$ cat src/rtl/assert_macros.svh
// ----------------------------------------------------------------------------
// assertion macros shared by the allocator rtl
// ----------------------------------------------------------------------------
`ifndef ASSERT_MACROS_SVH
`define ASSERT_MACROS_SVH

// condition must never hold outside reset
`define ASSERT_NEVER(lbl, cond) \
    lbl: assert property (@(posedge i_clk) disable iff (!i_rst_n) !(cond)) \
        else $error("assertion failed: forbidden condition");

// antecedent implies consequent on the next clock
`define ASSERT_IMPL_NEXT(lbl, ante, cons) \
    lbl: assert property (@(posedge i_clk) disable iff (!i_rst_n) (ante) |=> (cons)) \
        else $error("assertion failed: next-cycle implication");

`endif

$ cat src/rtl/asa_pkg.sv
// ----------------------------------------------------------------------------
// asa_pkg
// shared types and constants of the aligned stack allocator
// ----------------------------------------------------------------------------
`timescale 1ns / 1ps
`default_nettype none

package asa_pkg;

    localparam int WORD_W = 32;
    localparam int SIZE_W = 27;
    localparam int ADDR_W = 32;
    localparam int CAP_W  = 27;

    localparam logic [WORD_W-1:0] RESET_CAPACITY = 32'd65536;

    typedef enum logic [1:0] {
        OP_ALLOC = 2'd0,
        OP_FREE  = 2'd1,
        OP_CLEAR = 2'd2,
        OP_GROW  = 2'd3
    } t_op;

    typedef enum logic [1:0] {
        RC_OK       = 2'd0,
        RC_FULL     = 2'd1,
        RC_EMPTY    = 2'd2,
        RC_MISMATCH = 2'd3
    } t_result_code;

    // controller to datapath
    typedef struct packed {
        logic load;
        logic calc;
        logic commit;
        logic push;
        logic pop;
        logic clear;
        logic grow;
    } t_cmd;

    // datapath to controller
    typedef struct packed {
        t_op  op;
        logic empty;
        logic full;
        logic match;
    } t_dp_status;

endpackage

`default_nettype wire

$ cat src/rtl/asa_ctrl.sv
// ----------------------------------------------------------------------------
// asa_ctrl
// request sequencer: accept, calculate, commit into the output register
// ----------------------------------------------------------------------------
`timescale 1ns / 1ps
`default_nettype none
`include "assert_macros.svh"

module asa_ctrl (
    input  wire                 i_clk,
    input  wire                 i_rst_n,
    input  wire                 i_in_valid,
    output logic                o_in_stall,
    output logic                o_out_valid,
    input  wire                 i_out_stall,
    output asa_pkg::t_cmd       o_cmd,
    input  asa_pkg::t_dp_status i_status
);

    typedef enum logic [1:0] {
        S_IDLE,
        S_CALC,
        S_DONE
    } t_state;

    t_state r_state;
    logic   r_out_valid;
    logic   slot_free;

    assign slot_free = !r_out_valid || !i_out_stall;

    always_ff @(posedge i_clk) begin
        if (!i_rst_n) begin
            r_state     <= S_IDLE;
            r_out_valid <= 1'b0;
        end else begin
            unique case (r_state)
                S_IDLE: begin
                    if (i_in_valid) begin
                        r_state <= S_CALC;
                    end
                end
                S_CALC: begin
                    r_state <= S_DONE;
                end
                S_DONE: begin
                    if (slot_free) begin
                        r_state <= S_IDLE;
                    end
                end
                default: begin
                    r_state <= S_IDLE;
                end
            endcase
            if (r_state == S_DONE && slot_free) begin
                r_out_valid <= 1'b1;
            end else if (!i_out_stall) begin
                r_out_valid <= 1'b0;
            end
        end
    end

    // no request is taken while reset is held
    always_comb begin
        o_cmd        = '0;
        o_cmd.load   = (r_state == S_IDLE) && i_in_valid && i_rst_n;
        o_cmd.calc   = (r_state == S_CALC);
        o_cmd.commit = (r_state == S_DONE) && slot_free;
        o_cmd.push   = o_cmd.commit && (i_status.op == asa_pkg::OP_ALLOC) && !i_status.full;
        o_cmd.pop    = o_cmd.commit && (i_status.op == asa_pkg::OP_FREE) && !i_status.empty
                       && i_status.match;
        o_cmd.clear  = o_cmd.commit && (i_status.op == asa_pkg::OP_CLEAR);
        o_cmd.grow   = o_cmd.commit && (i_status.op == asa_pkg::OP_GROW);
    end

    assign o_in_stall  = !i_rst_n || (r_state != S_IDLE);
    assign o_out_valid = r_out_valid;

    `ASSERT_NEVER(a_push_pop, o_cmd.push && o_cmd.pop)
    `ASSERT_IMPL_NEXT(a_commit_valid, o_cmd.commit, r_out_valid)
    `ASSERT_IMPL_NEXT(a_load_calc, o_cmd.load, r_state == S_CALC)

endmodule

`default_nettype wire

$ cat config.mk
export PLATFORM = sky130hd
export DESIGN_NAME = asa_ctrl
export DESIGN_NICKNAME = d
export VERILOG_FILES = /design/src/rtl/asa_pkg.sv /design/src/rtl/asa_ctrl.sv
export VERILOG_INCLUDE_DIRS = /design/src /design/src/rtl
export SDC_FILE = /design/constraint.sdc
export NUM_CORES = 1
export LEC_CHECK = 0
export BUFFER_PORTS_ARGS = -buffer_cell sky130_fd_sc_hd__buf_2
export CELL_PAD_IN_SITES_DETAIL_PLACEMENT = 1
export CELL_PAD_IN_SITES_GLOBAL_PLACEMENT = 1
export CORE_AREA = 2 2 39 41
export CTS_BUF_LIST = sky130_fd_sc_hd__clkbuf_8
export DETAILED_ROUTE_END_ITERATION = 7
export DIE_AREA = 0 0 41 43
export PLACE_DENSITY_LB_ADDON = 0.15
export SLEW_MARGIN = 10
export SYNTH_ARGS = -nofsm -noshare
export SYNTH_HDL_FRONTEND = slang
export SYNTH_SLANG_ARGS = --single-unit
$ cat constraint.sdc
create_clock -name i_clk -period 1 [get_ports i_clk]
set_clock_uncertainty 0.15 [all_clocks]
set_input_delay 0.05 -clock i_clk [delete_from_list [all_inputs] [get_ports i_clk]]
set_output_delay 0.05 -clock i_clk [all_outputs]
set_load 0.03 [all_outputs]
* Word level (Yosys, flattened, before mapping)
Index checks and enable logic that the tools add are counted.
** Operators by class
- Equal/unequal tests :: 8
- Muxes and demuxes :: 5
- Reductions and logical operators :: 21
** Operator list (number)
- logical AND 1 bit :: 10
- equality test 2 bit, second input constant :: 3
- case mux 2 bit (3 select lines) :: 1
- logical NOT 1 bit :: 5
- equality test 2 x 1 -> 1 bit, second input constant :: 2
- logical NOT 2 bit :: 2
- 2-to-1 mux 2 bit :: 2
- inequality test 2 bit, second input constant :: 2
- logical OR 1 bit :: 2
- 2-to-1 mux 1 bit :: 2
- inequality test 2 x 1 -> 1 bit, second input constant :: 1
- AND reduction 2 bit :: 1
- nonzero test 2 bit :: 1
** Storage, ports and cells
- Register bits :: 3
- Input bits :: 9
- Output and inout bits :: 9
- Logic and storage cells :: 36

* Longest topological paths before layout
Gate-level depths: netlist of the first run.
- Word-level depth :: 6
- Depth in mapped cells :: 2
- Depth with buffers taken out :: 2

* Least setup slack after synthesis of the first run
No wires, ideal clock.
- Kind :: register to output
- Start :: register r_out_valid (netlist: o_out_valid)
- End :: output port o_cmd[1] (netlist name)
- Data arrival time :: 1708 ps
- Data required time :: 800 ps
- Slack :: -908 ps
- Stages on the path, launching flop included :: 3
- Path buffers :: 0
- Cell sequence :: dfxtp_1 > and2_1 > nor4b_1
** RTL lines
- from (decl) :: RTL line asa_ctrl.sv:27 : logic r_out_valid;
- from (signal assigned) :: RTL line asa_ctrl.sv:35 : r_out_valid <= 1'b0;
- from (signal assigned) :: RTL line asa_ctrl.sv:56 : r_out_valid <= 1'b1;
- from (signal assigned) :: RTL line asa_ctrl.sv:58 : r_out_valid <= 1'b0;
- to (decl) :: RTL line asa_ctrl.sv:16 : output asa_pkg::t_cmd o_cmd,

==> qor.yml, run 1 <==
status:
  outcome: "complete, but fails checks"
  violations: "negative setup slack"
logic_synthesis:
  yosysTopAreaCell: "dfxtp_1"
  synth_cell_types: 14
  synth_edf_count: 0
  synthArstFlopShare: 0
  synth_common_cells: "3 x dfxtp_1, 3 x nor2_1, 2 x and3_1, 2 x nand2_1, 2 x nor4b_1"
  yosysWarnings: 0
  synth.area.top_cells: "dfxtp_1 32%, nor4b_1 9.4%, nor4b_2 8.1%"
  synth_nets: 30
  synth_ff_type: "dfxtp_1"
  syn_inst: 21
  yosys.area.top_type_share: 0.322
  synth-seq-cells: 3
  yosysSeqAreaShare: 0.322
  syn_area_um2: 186
  syn_avg_cell_area_um2: 8.88
sta:
  relSlewSlack: 0.851
  fmax_ghz: 0.725
  rsz0062_at_grt: "true"
  max_slew.worst_pin.slew_ns: 0.222
  fin_setup_tns_ns: -2.36
  fin_crit_ns: 1.38
  setup_viol: 10
  period_share: 1.38
  hold_viol_final: 0
  holdWs_ns: 0.0569
  postLayoutSetupSlackWorst_ns: -0.379
  drv_slew: 0
critical_path:
  end_kind: "output port"
  cp_slowest_cell: "dfxtp_4"
  cp_data_required_time_ns: 0.80
  start_kind: "register"
  crit_type: "reg2out"
  worst_ep_arrival_time_ns: 1.18
  cp_max_fo: 5
  cp_cell_sequence: "and2_4 -> nor4bb_4 -> buf_4"
  slowest_delay_ns: 0.33
  rrSetupSlack_ns: -0.05
min_path:
  hold_class: "in2reg"
power_and_ir_drop:
  switching_share: 0.259
  internal-power_w: 0.000471
  switchingPower_w: 0.000165
  power_frac_clock: 0.548
  ir_drop_v: 0.000872
  cellPowerDensity_mw_per_mm2: 1140
  seq_power_share: 0.202
  combinationalPowerShare: 0.250
  p_leak_nw: 0.249
die:
  die_height_um: 43
  rows: 14
  die_w_um: 41
  die_area_mm2: 0.00176
  core_area_mm2: 0.00138
  initial_utilization: 0.135
  ios: 18
global_route:
  grt_first_pass_wirelength_um: 1260
  track_usage: 0.117
  antenna_found_initial: 0
  grt_max_degree: 6
  grt_pass1_vias: 324
  grt_overflow: 0
clock_network:
  cts_buffers: 3
  h-tree-depth: 1
  clk_path_buf_depth: 2
  path_clk_slew_ns: 0.03
  clock-sinks: 3
  cts_root_buf: "clkbuf_8"
  worstSkewPairLatency_ns: 0.22
  cts_tree: "done"
placed_design:
  port_buffers: 17
  detailed_place_hpwl_um: 570
  gp_congestion: 0.657
  place_worst_setup_slack_ns: -0.262
final_layout:
  register_area_um2: 67.6
  n_antenna_cell: 0
  multi_input_area_um2: 220
  syn_to_final_growth_pct: 200
  fin_nets: 60
  drive_gt1_frac: 0.780
  fin_util: 0.404
  fillers: 163
detailed_routing:
  dr.pass1.iters: 1
  wl_per_cell_um: 11.2
  drcViolationCount: 0
  ant_nets: 0
  drt_wl_total_um: 736
  route.vias.total: 280
  vias_per_cell: 4.24
  first_iter_violations: 0
run:
  maxCapViolCount: 0
## logic make-up (layout without fill, tap and decap cells)
family / Yosys count / in the layout / synth area share
and+or+nand+nor: 16 / 16 / 0.597
DFF: 3 / 3 / 0.322
AOI/OAI and AO/OA: 2 / 2 / 0.0806
buffers and inverters: 0 / 29 / 0
## state kept, by name, summed over array words and instances (netlist names)
signal	count
r_state	2
o_out_valid	1
## critical path: cells and delay by family (launching register included)
kind / cells / cell delay [ns]
buffers and inverters: 1 / 0.19
and+or+nand+nor: 2 / 0.43
DFF: 1 / 0.33
## timing repair
item	in CTS	in global routing
resized for setup	17	8
pin swaps	3	1
hold buffers	2	0
endpoints found under the hold margin	3	0
gates cloned	0	0
setup buffers	0	1
endpoints found under the setup margin	11	11
## routing by layer
layer	up-vias	track usage	part of all wire
met5	-	0	0
met4	0	0.100	0.042
met3	5	0.0785	0.092
met2	15	0.169	0.51
met1	125	0.105	0.35
li1	135	-	-
## per-stage QoR
stage	total power (W)	instance area [um^2]	std cells
after global placement	0.000250	405	59
after detailed placement	0.000254	405	59
final	0.000636	559	66
after floorplan	0.000201	263	21
after global routing	0.000680	559	66
after CTS	0.000635	519	65
## power groups by stage
| stage | Clock (W) | Combinational (W) | Sequential, W |
|---|---|---|---|
| finish | 0.000348 | 0.000159 | 0.000128 |
| global route | 0.000379 | 0.000171 | 0.000130 |
| CTS | 0.000360 | 0.000146 | 0.000129 |
| detailed placement | 0 | 0.000123 | 0.000132 |
| global placement | 0 | 0.000119 | 0.000131 |
| floorplan | 0 | 0.0000658 | 0.000135 |
## cell usage in the layout (no fill, tap or decap)
| cell | netlist | final |
|---|---|---|
| dfxtp_1 | 3 | 1 |
| dlygate4sd3_1 | 0 | 2 |
| nor4b_4 | 0 | 3 |
| nor2b_4 | 0 | 1 |
| buf_4 | 0 | 6 |
| buf_2 | 0 | 8 |
| and4b_1 | 1 | 1 |
| nor2_4 | 0 | 2 |
| nand2b_4 | 0 | 1 |
| clkbuf_8 | 0 | 3 |
| nand2_1 | 2 | 1 |
| and2_4 | 0 | 1 |
| buf_6 | 0 | 9 |
| dfxtp_4 | 0 | 2 |
| o21a_1 | 1 | 1 |
| and3_1 | 2 | 1 |
| nor4bb_4 | 0 | 1 |
| inv_1 | 0 | 1 |
| a21boi_1 | 1 | 1 |
| and3_4 | 0 | 1 |
| nor2_1 | 3 | 1 |
| nand2_2 | 0 | 1 |
| or3b_1 | 1 | 1 |
## final timing paths
kind                            start                        to  depth (start not counted)
min reg2reg  o_out_valid$_SDFFE_PN0P_  o_out_valid$_SDFFE_PN0P_                          3
min                       i_out_stall  o_out_valid$_SDFFE_PN0P_                          4
max reg2reg   r_state[0]$_SDFFE_PN0P_   r_state[1]$_SDFFE_PN0P_                          3
max          o_out_valid$_SDFFE_PN0P_                  o_cmd[0]                          3
## final cells by class
type,instances,share of cell area
Clock buffer,3,0.0738
Clock inverter,1,0.00671
Multi-Input combinational cell,18,0.394
Sequential cell,3,0.121
Tap cell,16,0.0358
Timing Repair Buffer,25,0.369
No activity file was read; power rests on OpenSTA's default activity.
==> run 2: changes to the inputs <==
==> constraint.sdc (replaced) <==
create_clock -name i_clk -period 1.4 [get_ports i_clk]
set_clock_uncertainty 0.15 [all_clocks]
set_input_delay 0.07 -clock i_clk [delete_from_list [all_inputs] [get_ports i_clk]]
set_output_delay 0.07 -clock i_clk [all_outputs]
set_load 0.1 [all_outputs]
==> run 2 against run 1 <==
The run still ends with negative setup slack left. Via count decreased by 1.1%. Die area stayed put. Core utilization up 5.2 points. Clock power shrank 30%. Total power decreased by 19%. Register-to-register slack improved by 0.37 ns. Critical path depth stayed put. Wire length increased by 16%. Design area rose by 13%. Critical path type unchanged. Critical endpoint unchanged. Largest cell class is now buffers. Highest routed layer is now met3.
==> qor.yml, run 2 (synthesis gave the netlist of run 1 again) <==
die:
  ios: 18  # unchanged
  die_height_um: 43  # unchanged
  rows: 14  # unchanged
  die_area_mm2: 0.00176  # unchanged
  core_area_mm2: 0.00138  # unchanged
  die_w_um: 41  # unchanged
  initial_utilization: 0.135  # unchanged
global_route:
  antenna_found_initial: 0  # unchanged
  grt_max_degree: 7  # +1
  track_usage: 0.116  # -0.00112
  grt_pass1_vias: 296  # -8.6%
  grt_overflow: 0  # unchanged
  grt_first_pass_wirelength_um: 1310  # +3.9%
clock_network:
  worstSkewPairLatency_ns: 0.22  # about the same
  cts_tree: "done"
  h-tree-depth: 1  # unchanged
  clock-sinks: 3  # unchanged
  clk_path_buf_depth: 2  # unchanged
  path_clk_slew_ns: 0.03  # about the same
  cts_root_buf: "clkbuf_8"
  cts_buffers: 3  # unchanged
final_layout:
  final_common_cell: "buf_2"
  fillers: 151  # -7.4%
  final_cell_mix: "9 x buf_2, 8 x buf_12, 5 x buf_4"
  regMostFlops: "r_state"
  register_area_um2: 68.8  # +1.9%
  multi_input_area_um2: 213  # -3.4%
  largest_reg_flops: 2  # unchanged
  fin_nets: 61  # +1.7%
  n_antenna_cell: 0  # unchanged
  syn_to_final_growth_pct: 238
  drive_gt1_frac: 0.765  # -0.0153
detailed_routing:
  ant_nets: 0  # unchanged
  vias_per_cell: 4.13  # -2.5%
  drt_wl_total_um: 854  # +16%
  drcViolationCount: 0  # unchanged
  wl_per_cell_um: 12.7  # +14%
  route.vias.total: 277  # -1.1%
  dr.pass1.iters: 2  # +1
  first_iter_violations: 2  # +2
sta:
  hold_viol_final: 0  # unchanged
  rsz0062_at_grt: "true"
  postLayoutSetupSlackWorst_ns: -0.0906  # +0.289 ns
  fin_crit_ns: 1.49
  fin_setup_tns_ns: -0.321  # +2.04 ns
  drv_slew: 0  # unchanged
  fmax_ghz: 0.671
  setup_viol: 5  # -5
  relSlewSlack: 0.680  # -0.171
  max_slew.worst_pin.slew_ns: 0.483  # +0.261 ns
  period_share: 1.06
critical_path:
  cp_max_fo: 5  # unchanged
  r2r-start: "r_state[1]$_SDFFE_PN0P_"
  rrSetupSlack_ns: 0.32  # +0.37 ns
  rr_worst_depth: 3  # unchanged
  start_kind: "register"
  reg2reg_to: "r_state[1]$_SDFFE_PN0P_"
  cp_data_required_time_ns: 1.18  # +0.38 ns
  crit_type: "reg2out"
  worst_ep_arrival_time_ns: 1.27  # +0.09 ns
  end_kind: "output port"
placed_design:
  port_buffers: 17  # unchanged
  place_worst_setup_slack_ns: 0.00905  # +0.271 ns
  gp_congestion: 0.671  # +2.1%
  detailed_place_hpwl_um: 633  # +11%
run:
  maxCapViolCount: 0  # unchanged
power_and_ir_drop:
  switching_share: 0.321  # +0.0612
  combinationalPowerShare: 0.351  # +0.101
  seq_power_share: 0.176  # -0.026
  switchingPower_w: 0.000166  # +0.44%
  cellPowerDensity_mw_per_mm2: 819  # -28%
  internal-power_w: 0.000351  # -25%
  power_frac_clock: 0.472  # -0.076
  ir_drop_v: 0.000551  # -37%
  p_leak_nw: 0.273  # +9.7%
min_path:
  min_to: "r_state[1]$_SDFFE_PN0P_"
  worstHoldPathCells: 3  # -1
  hold_class: "in2reg"
  hold_start: "i_out_stall"
status:
  violations: "negative setup slack"
  outcome: "complete, but fails checks"
[run 2: cell count changes in the layout (fill, tap and decap cells not counted)]
cell / before / now
buf_12: 0 / 8
buf_6: 9 / 1
buf_2: 8 / 9
buf_4: 6 / 5
dfxtp_1: 1 / 0
dfxtp_2: 0 / 1
dlygate4sd3_1: 2 / 3
nand2_1: 1 / 2
nand2_2: 1 / 0
nor2_2: 0 / 1
nor2_4: 2 / 1
[run 2: stage by stage]
step                hold slack (ns)  std cells  total power [W]   util  instance area (um^2)
floorplan                    0.0375         21         0.000191      -                   260
global placement              0.164         57         0.000254  0.367                   508
detailed placement            0.181         57         0.000257  0.367                   508
CTS                           0.125         66         0.000521  0.445                   616
global route                  0.151         67         0.000550  0.456                   631
finish                        0.128         67         0.000517  0.456                   631
[run 2: timing repair]
action / 4_1_cts / 5_1_grt
endpoints found under the hold margin: 3 / 0
hold buffers: 3 / 0
pin swaps: 2 / 2
cloned: 0 / 0
setup endpoints to repair: 6 / 6
setup buffers: 2 / 1
gates resized for setup: 5 / 3
[run 2: worst max-delay path by stage]
stage                                  start       end  slack (ns)
floorplan           o_out_valid$_SDFFE_PN0P_  o_cmd[0]       -0.58
global placement     r_state[0]$_SDFFE_PN0P_  o_cmd[0]        0.02
detailed placement   r_state[0]$_SDFFE_PN0P_  o_cmd[0]       0.009
CTS                 o_out_valid$_SDFFE_PN0P_  o_cmd[1]        -0.1
global route         r_state[0]$_SDFFE_PN0P_  o_cmd[2]       -0.12
finish              o_out_valid$_SDFFE_PN0P_  o_cmd[0]       -0.09
[run 2: power by group through the flow]
stage               combinational (W)  sequential, W  clock [W]
floorplan                   0.0000906       0.000100          0
global placement             0.000162      0.0000922          0
detailed placement           0.000165      0.0000925          0
CTS                          0.000180      0.0000919   0.000250
global route                 0.000189      0.0000917   0.000270
finish                       0.000182      0.0000910   0.000244
[run 2: cell type report]
type,count,area share
Timing Repair Buffer,26,0.450
Tap cell,16,0.0317
Sequential cell,3,0.109
Multi-Input combinational cell,18,0.337
Clock buffer,3,0.0655
Clock inverter,1,0.00595
[run 2: critical path, cell delays in order, from the launching register on]
cell and delay [ns]:
dfxtp_4 0.33, and2_4 0.17, nor4bb_4 0.34, buf_12 0.21
[run 2: routing by layer]
layer	GRT usage	share of wire	up-vias
li1	-	-	138
met1	0.115	0.35	127
met2	0.172	0.56	12
met3	0.0838	0.090	0
met4	0.0600	0	0
met5	0	0	-
==> run 3: changes to the inputs <==
Settings changed: GPL_TIMING_DRIVEN set to 0.
==> run 3 against run 2 <==
The run still ends with negative setup slack left. Register-to-register slack lost 0.04 ns. Critical path depth did not move. Die area unchanged. Worst setup slack worse by 0.015 ns. Sequential power up 1%. Cell count shrank 1.5%. Worst hold slack got worse by 0.0076 ns. Critical path type unchanged. Critical endpoint unchanged. Highest routed layer is now met4.
==> qor.yml, run 3 (synthesis gave the netlist of run 1 again) <==
clock_network:
  cts_root_buf: "clkbuf_8"
  clk_path_buf_depth: 2  # unchanged
  cts_buffers: 3  # unchanged
  path_clk_slew_ns: 0.03  # about the same
  cts_tree: "done"
  worstSkewPairLatency_ns: 0.22  # about the same
  h-tree-depth: 1  # unchanged
  clock-sinks: 3  # unchanged
die:
  die_w_um: 41  # unchanged
  core_area_mm2: 0.00138  # unchanged
  die_height_um: 43  # unchanged
  initial_utilization: 0.135  # unchanged
  rows: 14  # unchanged
  ios: 18  # unchanged
  die_area_mm2: 0.00176  # unchanged
global_route:
  grt_pass1_vias: 315  # +6.4%
  track_usage: 0.113  # -0.00300
  grt_overflow: 0  # unchanged
  antenna_found_initial: 0  # unchanged
  grt_first_pass_wirelength_um: 1230  # -6.3%
  grt_max_degree: 7  # unchanged
critical_path:
  end_kind: "output port"
  cp_max_fo: 5  # unchanged
  cp.buffers_inverters: 1  # unchanged
  cp_slowest_cell: "dfxtp_4"
  slowest_delay_ns: 0.33  # about the same
  start_kind: "register"
  cp_data_required_time_ns: 1.18  # about the same
  cp_cell_sequence: "and2_4 -> nor4bb_4 -> buf_6"
  worst_ep_arrival_time_ns: 1.29  # +0.02 ns
  crit_type: "reg2out"
  cp_top_family: "simple AND/OR/NAND/NOR gates"
final_layout:
  multi_input_area_um2: 204  # -4.1%
  drive_gt1_frac: 0.740  # -0.0247
  stdcell_area_um2: 557  # -12%
  final_common_cell: "buf_2"
  largest_reg_flops: 2  # unchanged
  fillers: 160  # +6.0%
  fin_nets: 60  # -1.6%
  n_antenna_cell: 0  # unchanged
  fin_util: 0.402  # -0.0533
  syn_to_final_growth_pct: 199
  regMostFlops: "r_state"
  register_area_um2: 68.8  # unchanged
  final_cell_mix: "9 x buf_2, 5 x buf_6, 4 x dlygate4sd3_1, 4 x buf_4"
sta:
  max_slew.worst_pin.slew_ns: 0.483  # -0.000195 ns
  hold_viol_final: 0  # unchanged
  fmax_ghz: 0.664  # -0.99%
  setup_viol: 5  # unchanged
  period_share: 1.08  # +0.0106
  relSlewSlack: 0.680  # about the same
  drv_slew: 0  # unchanged
  rsz0062_at_grt: "true"
  holdWs_ns: 0.120  # -0.00759 ns
  fin_crit_ns: 1.51  # +0.0149 ns
  postLayoutSetupSlackWorst_ns: -0.105  # -0.0149 ns
detailed_routing:
  route.vias.total: 282  # +1.8%
  first_iter_violations: 2  # unchanged
  ant_nets: 0  # unchanged
  wl_per_cell_um: 11.8  # -7.3%
  drcViolationCount: 0  # unchanged
  drt_wl_total_um: 780  # -8.7%
  dr.pass1.iters: 3  # +1
  vias_per_cell: 4.27  # +3.3%
placed_design:
  gp_congestion: 0.578  # -14%
  detailed_place_hpwl_um: 538  # -15%
  place_area_um2: 365  # -28%
  port_buffers: 17  # unchanged
status:
  outcome: "complete, but fails checks"
  violations: "negative setup slack"
min_path:
  hold_class: "in2reg"
power_and_ir_drop:
  combinationalPowerShare: 0.322  # -0.029
  p_leak_nw: 0.248  # -9.1%
  seq_power_share: 0.185  # +0.009
  power_frac_clock: 0.493  # +0.021
  switching_share: 0.326  # +0.00478
  cellPowerDensity_mw_per_mm2: 896  # +9.4%
  internal-power_w: 0.000337  # -4.1%
  switchingPower_w: 0.000162  # -2.0%
  ir_drop_v: 0.000576  # +4.6%
run:
  maxCapViolCount: 0  # unchanged
==> run 3: timing repair <==
item	CTS	global route
endpoints found under the setup margin	7	6
buffers inserted	2	2
hold buffers	4	0
endpoints found under the hold margin	3	0
pin swaps	1	2
gates cloned	0	0
resized for setup	18	6
==> run 3: worst paths after layout <==
| path | slack, ns | start | end | depth (start not counted) |
|---|---|---|---|---|
| min | 0.12 | i_out_stall | r_state[1]$_SDFFE_PN0P_ | 3 |
| min reg2reg | 0.45 | o_out_valid$_SDFFE_PN0P_ | o_out_valid$_SDFFE_PN0P_ | 3 |
| max reg2reg | 0.28 | r_state[0]$_SDFFE_PN0P_ | r_state[1]$_SDFFE_PN0P_ | 4 |
| max | -0.11 | o_out_valid$_SDFFE_PN0P_ | o_cmd[0] | 3 |
==> run 3: layout make-up <==
type,count,area share
Clock buffer,3,0.0742
Clock inverter,1,0.00674
Multi-Input combinational cell,18,0.366
Sequential cell,3,0.124
Tap cell,16,0.0360
Timing Repair Buffer,25,0.393
==> run 3: power groups by stage <==
stage / Combinational [W] / Sequential, W / Clock, W
6_report: 0.000161 / 0.0000923 / 0.000246
5_1_grt: 0.000169 / 0.0000926 / 0.000265
4_1_cts: 0.000149 / 0.0000923 / 0.000256
3_5_place_dp: 0.000125 / 0.0000943 / 0
3_3_place_gp: 0.000122 / 0.0000940 / 0
2_1_floorplan: 0.0000906 / 0.000100 / 0
==> run 3: tightest hold or removal path: cells and delay by family <==
kind / cells / cell delay (ns)
AO/OA/AOI/OAI: 1 / 0.10
buffers and inverters: 1 / 0.10
AND/OR/NAND/NOR: 1 / 0.19
==> run 3: through the flow <==
step	TNS (ns)	std cells	power (W)	setup WS (ns)
2_1_floorplan	-2.53	21	0.000191	-0.583
3_3_place_gp	-0.602	54	0.000216	-0.193
3_5_place_dp	-0.695	54	0.000219	-0.216
4_1_cts	-0.391	64	0.000497	-0.113
5_1_grt	-0.633	66	0.000527	-0.155
6_report	-0.371	66	0.000499	-0.105
==> run 3: layer usage <==
metal,vias to the layer above,GRT usage,share of wire
li1,136,-,-
met1,132,0.0796,0.29
met2,12,0.188,0.61
met3,2,0.0681,0.073
met4,0,0.100,0.024
met5,-,0,0
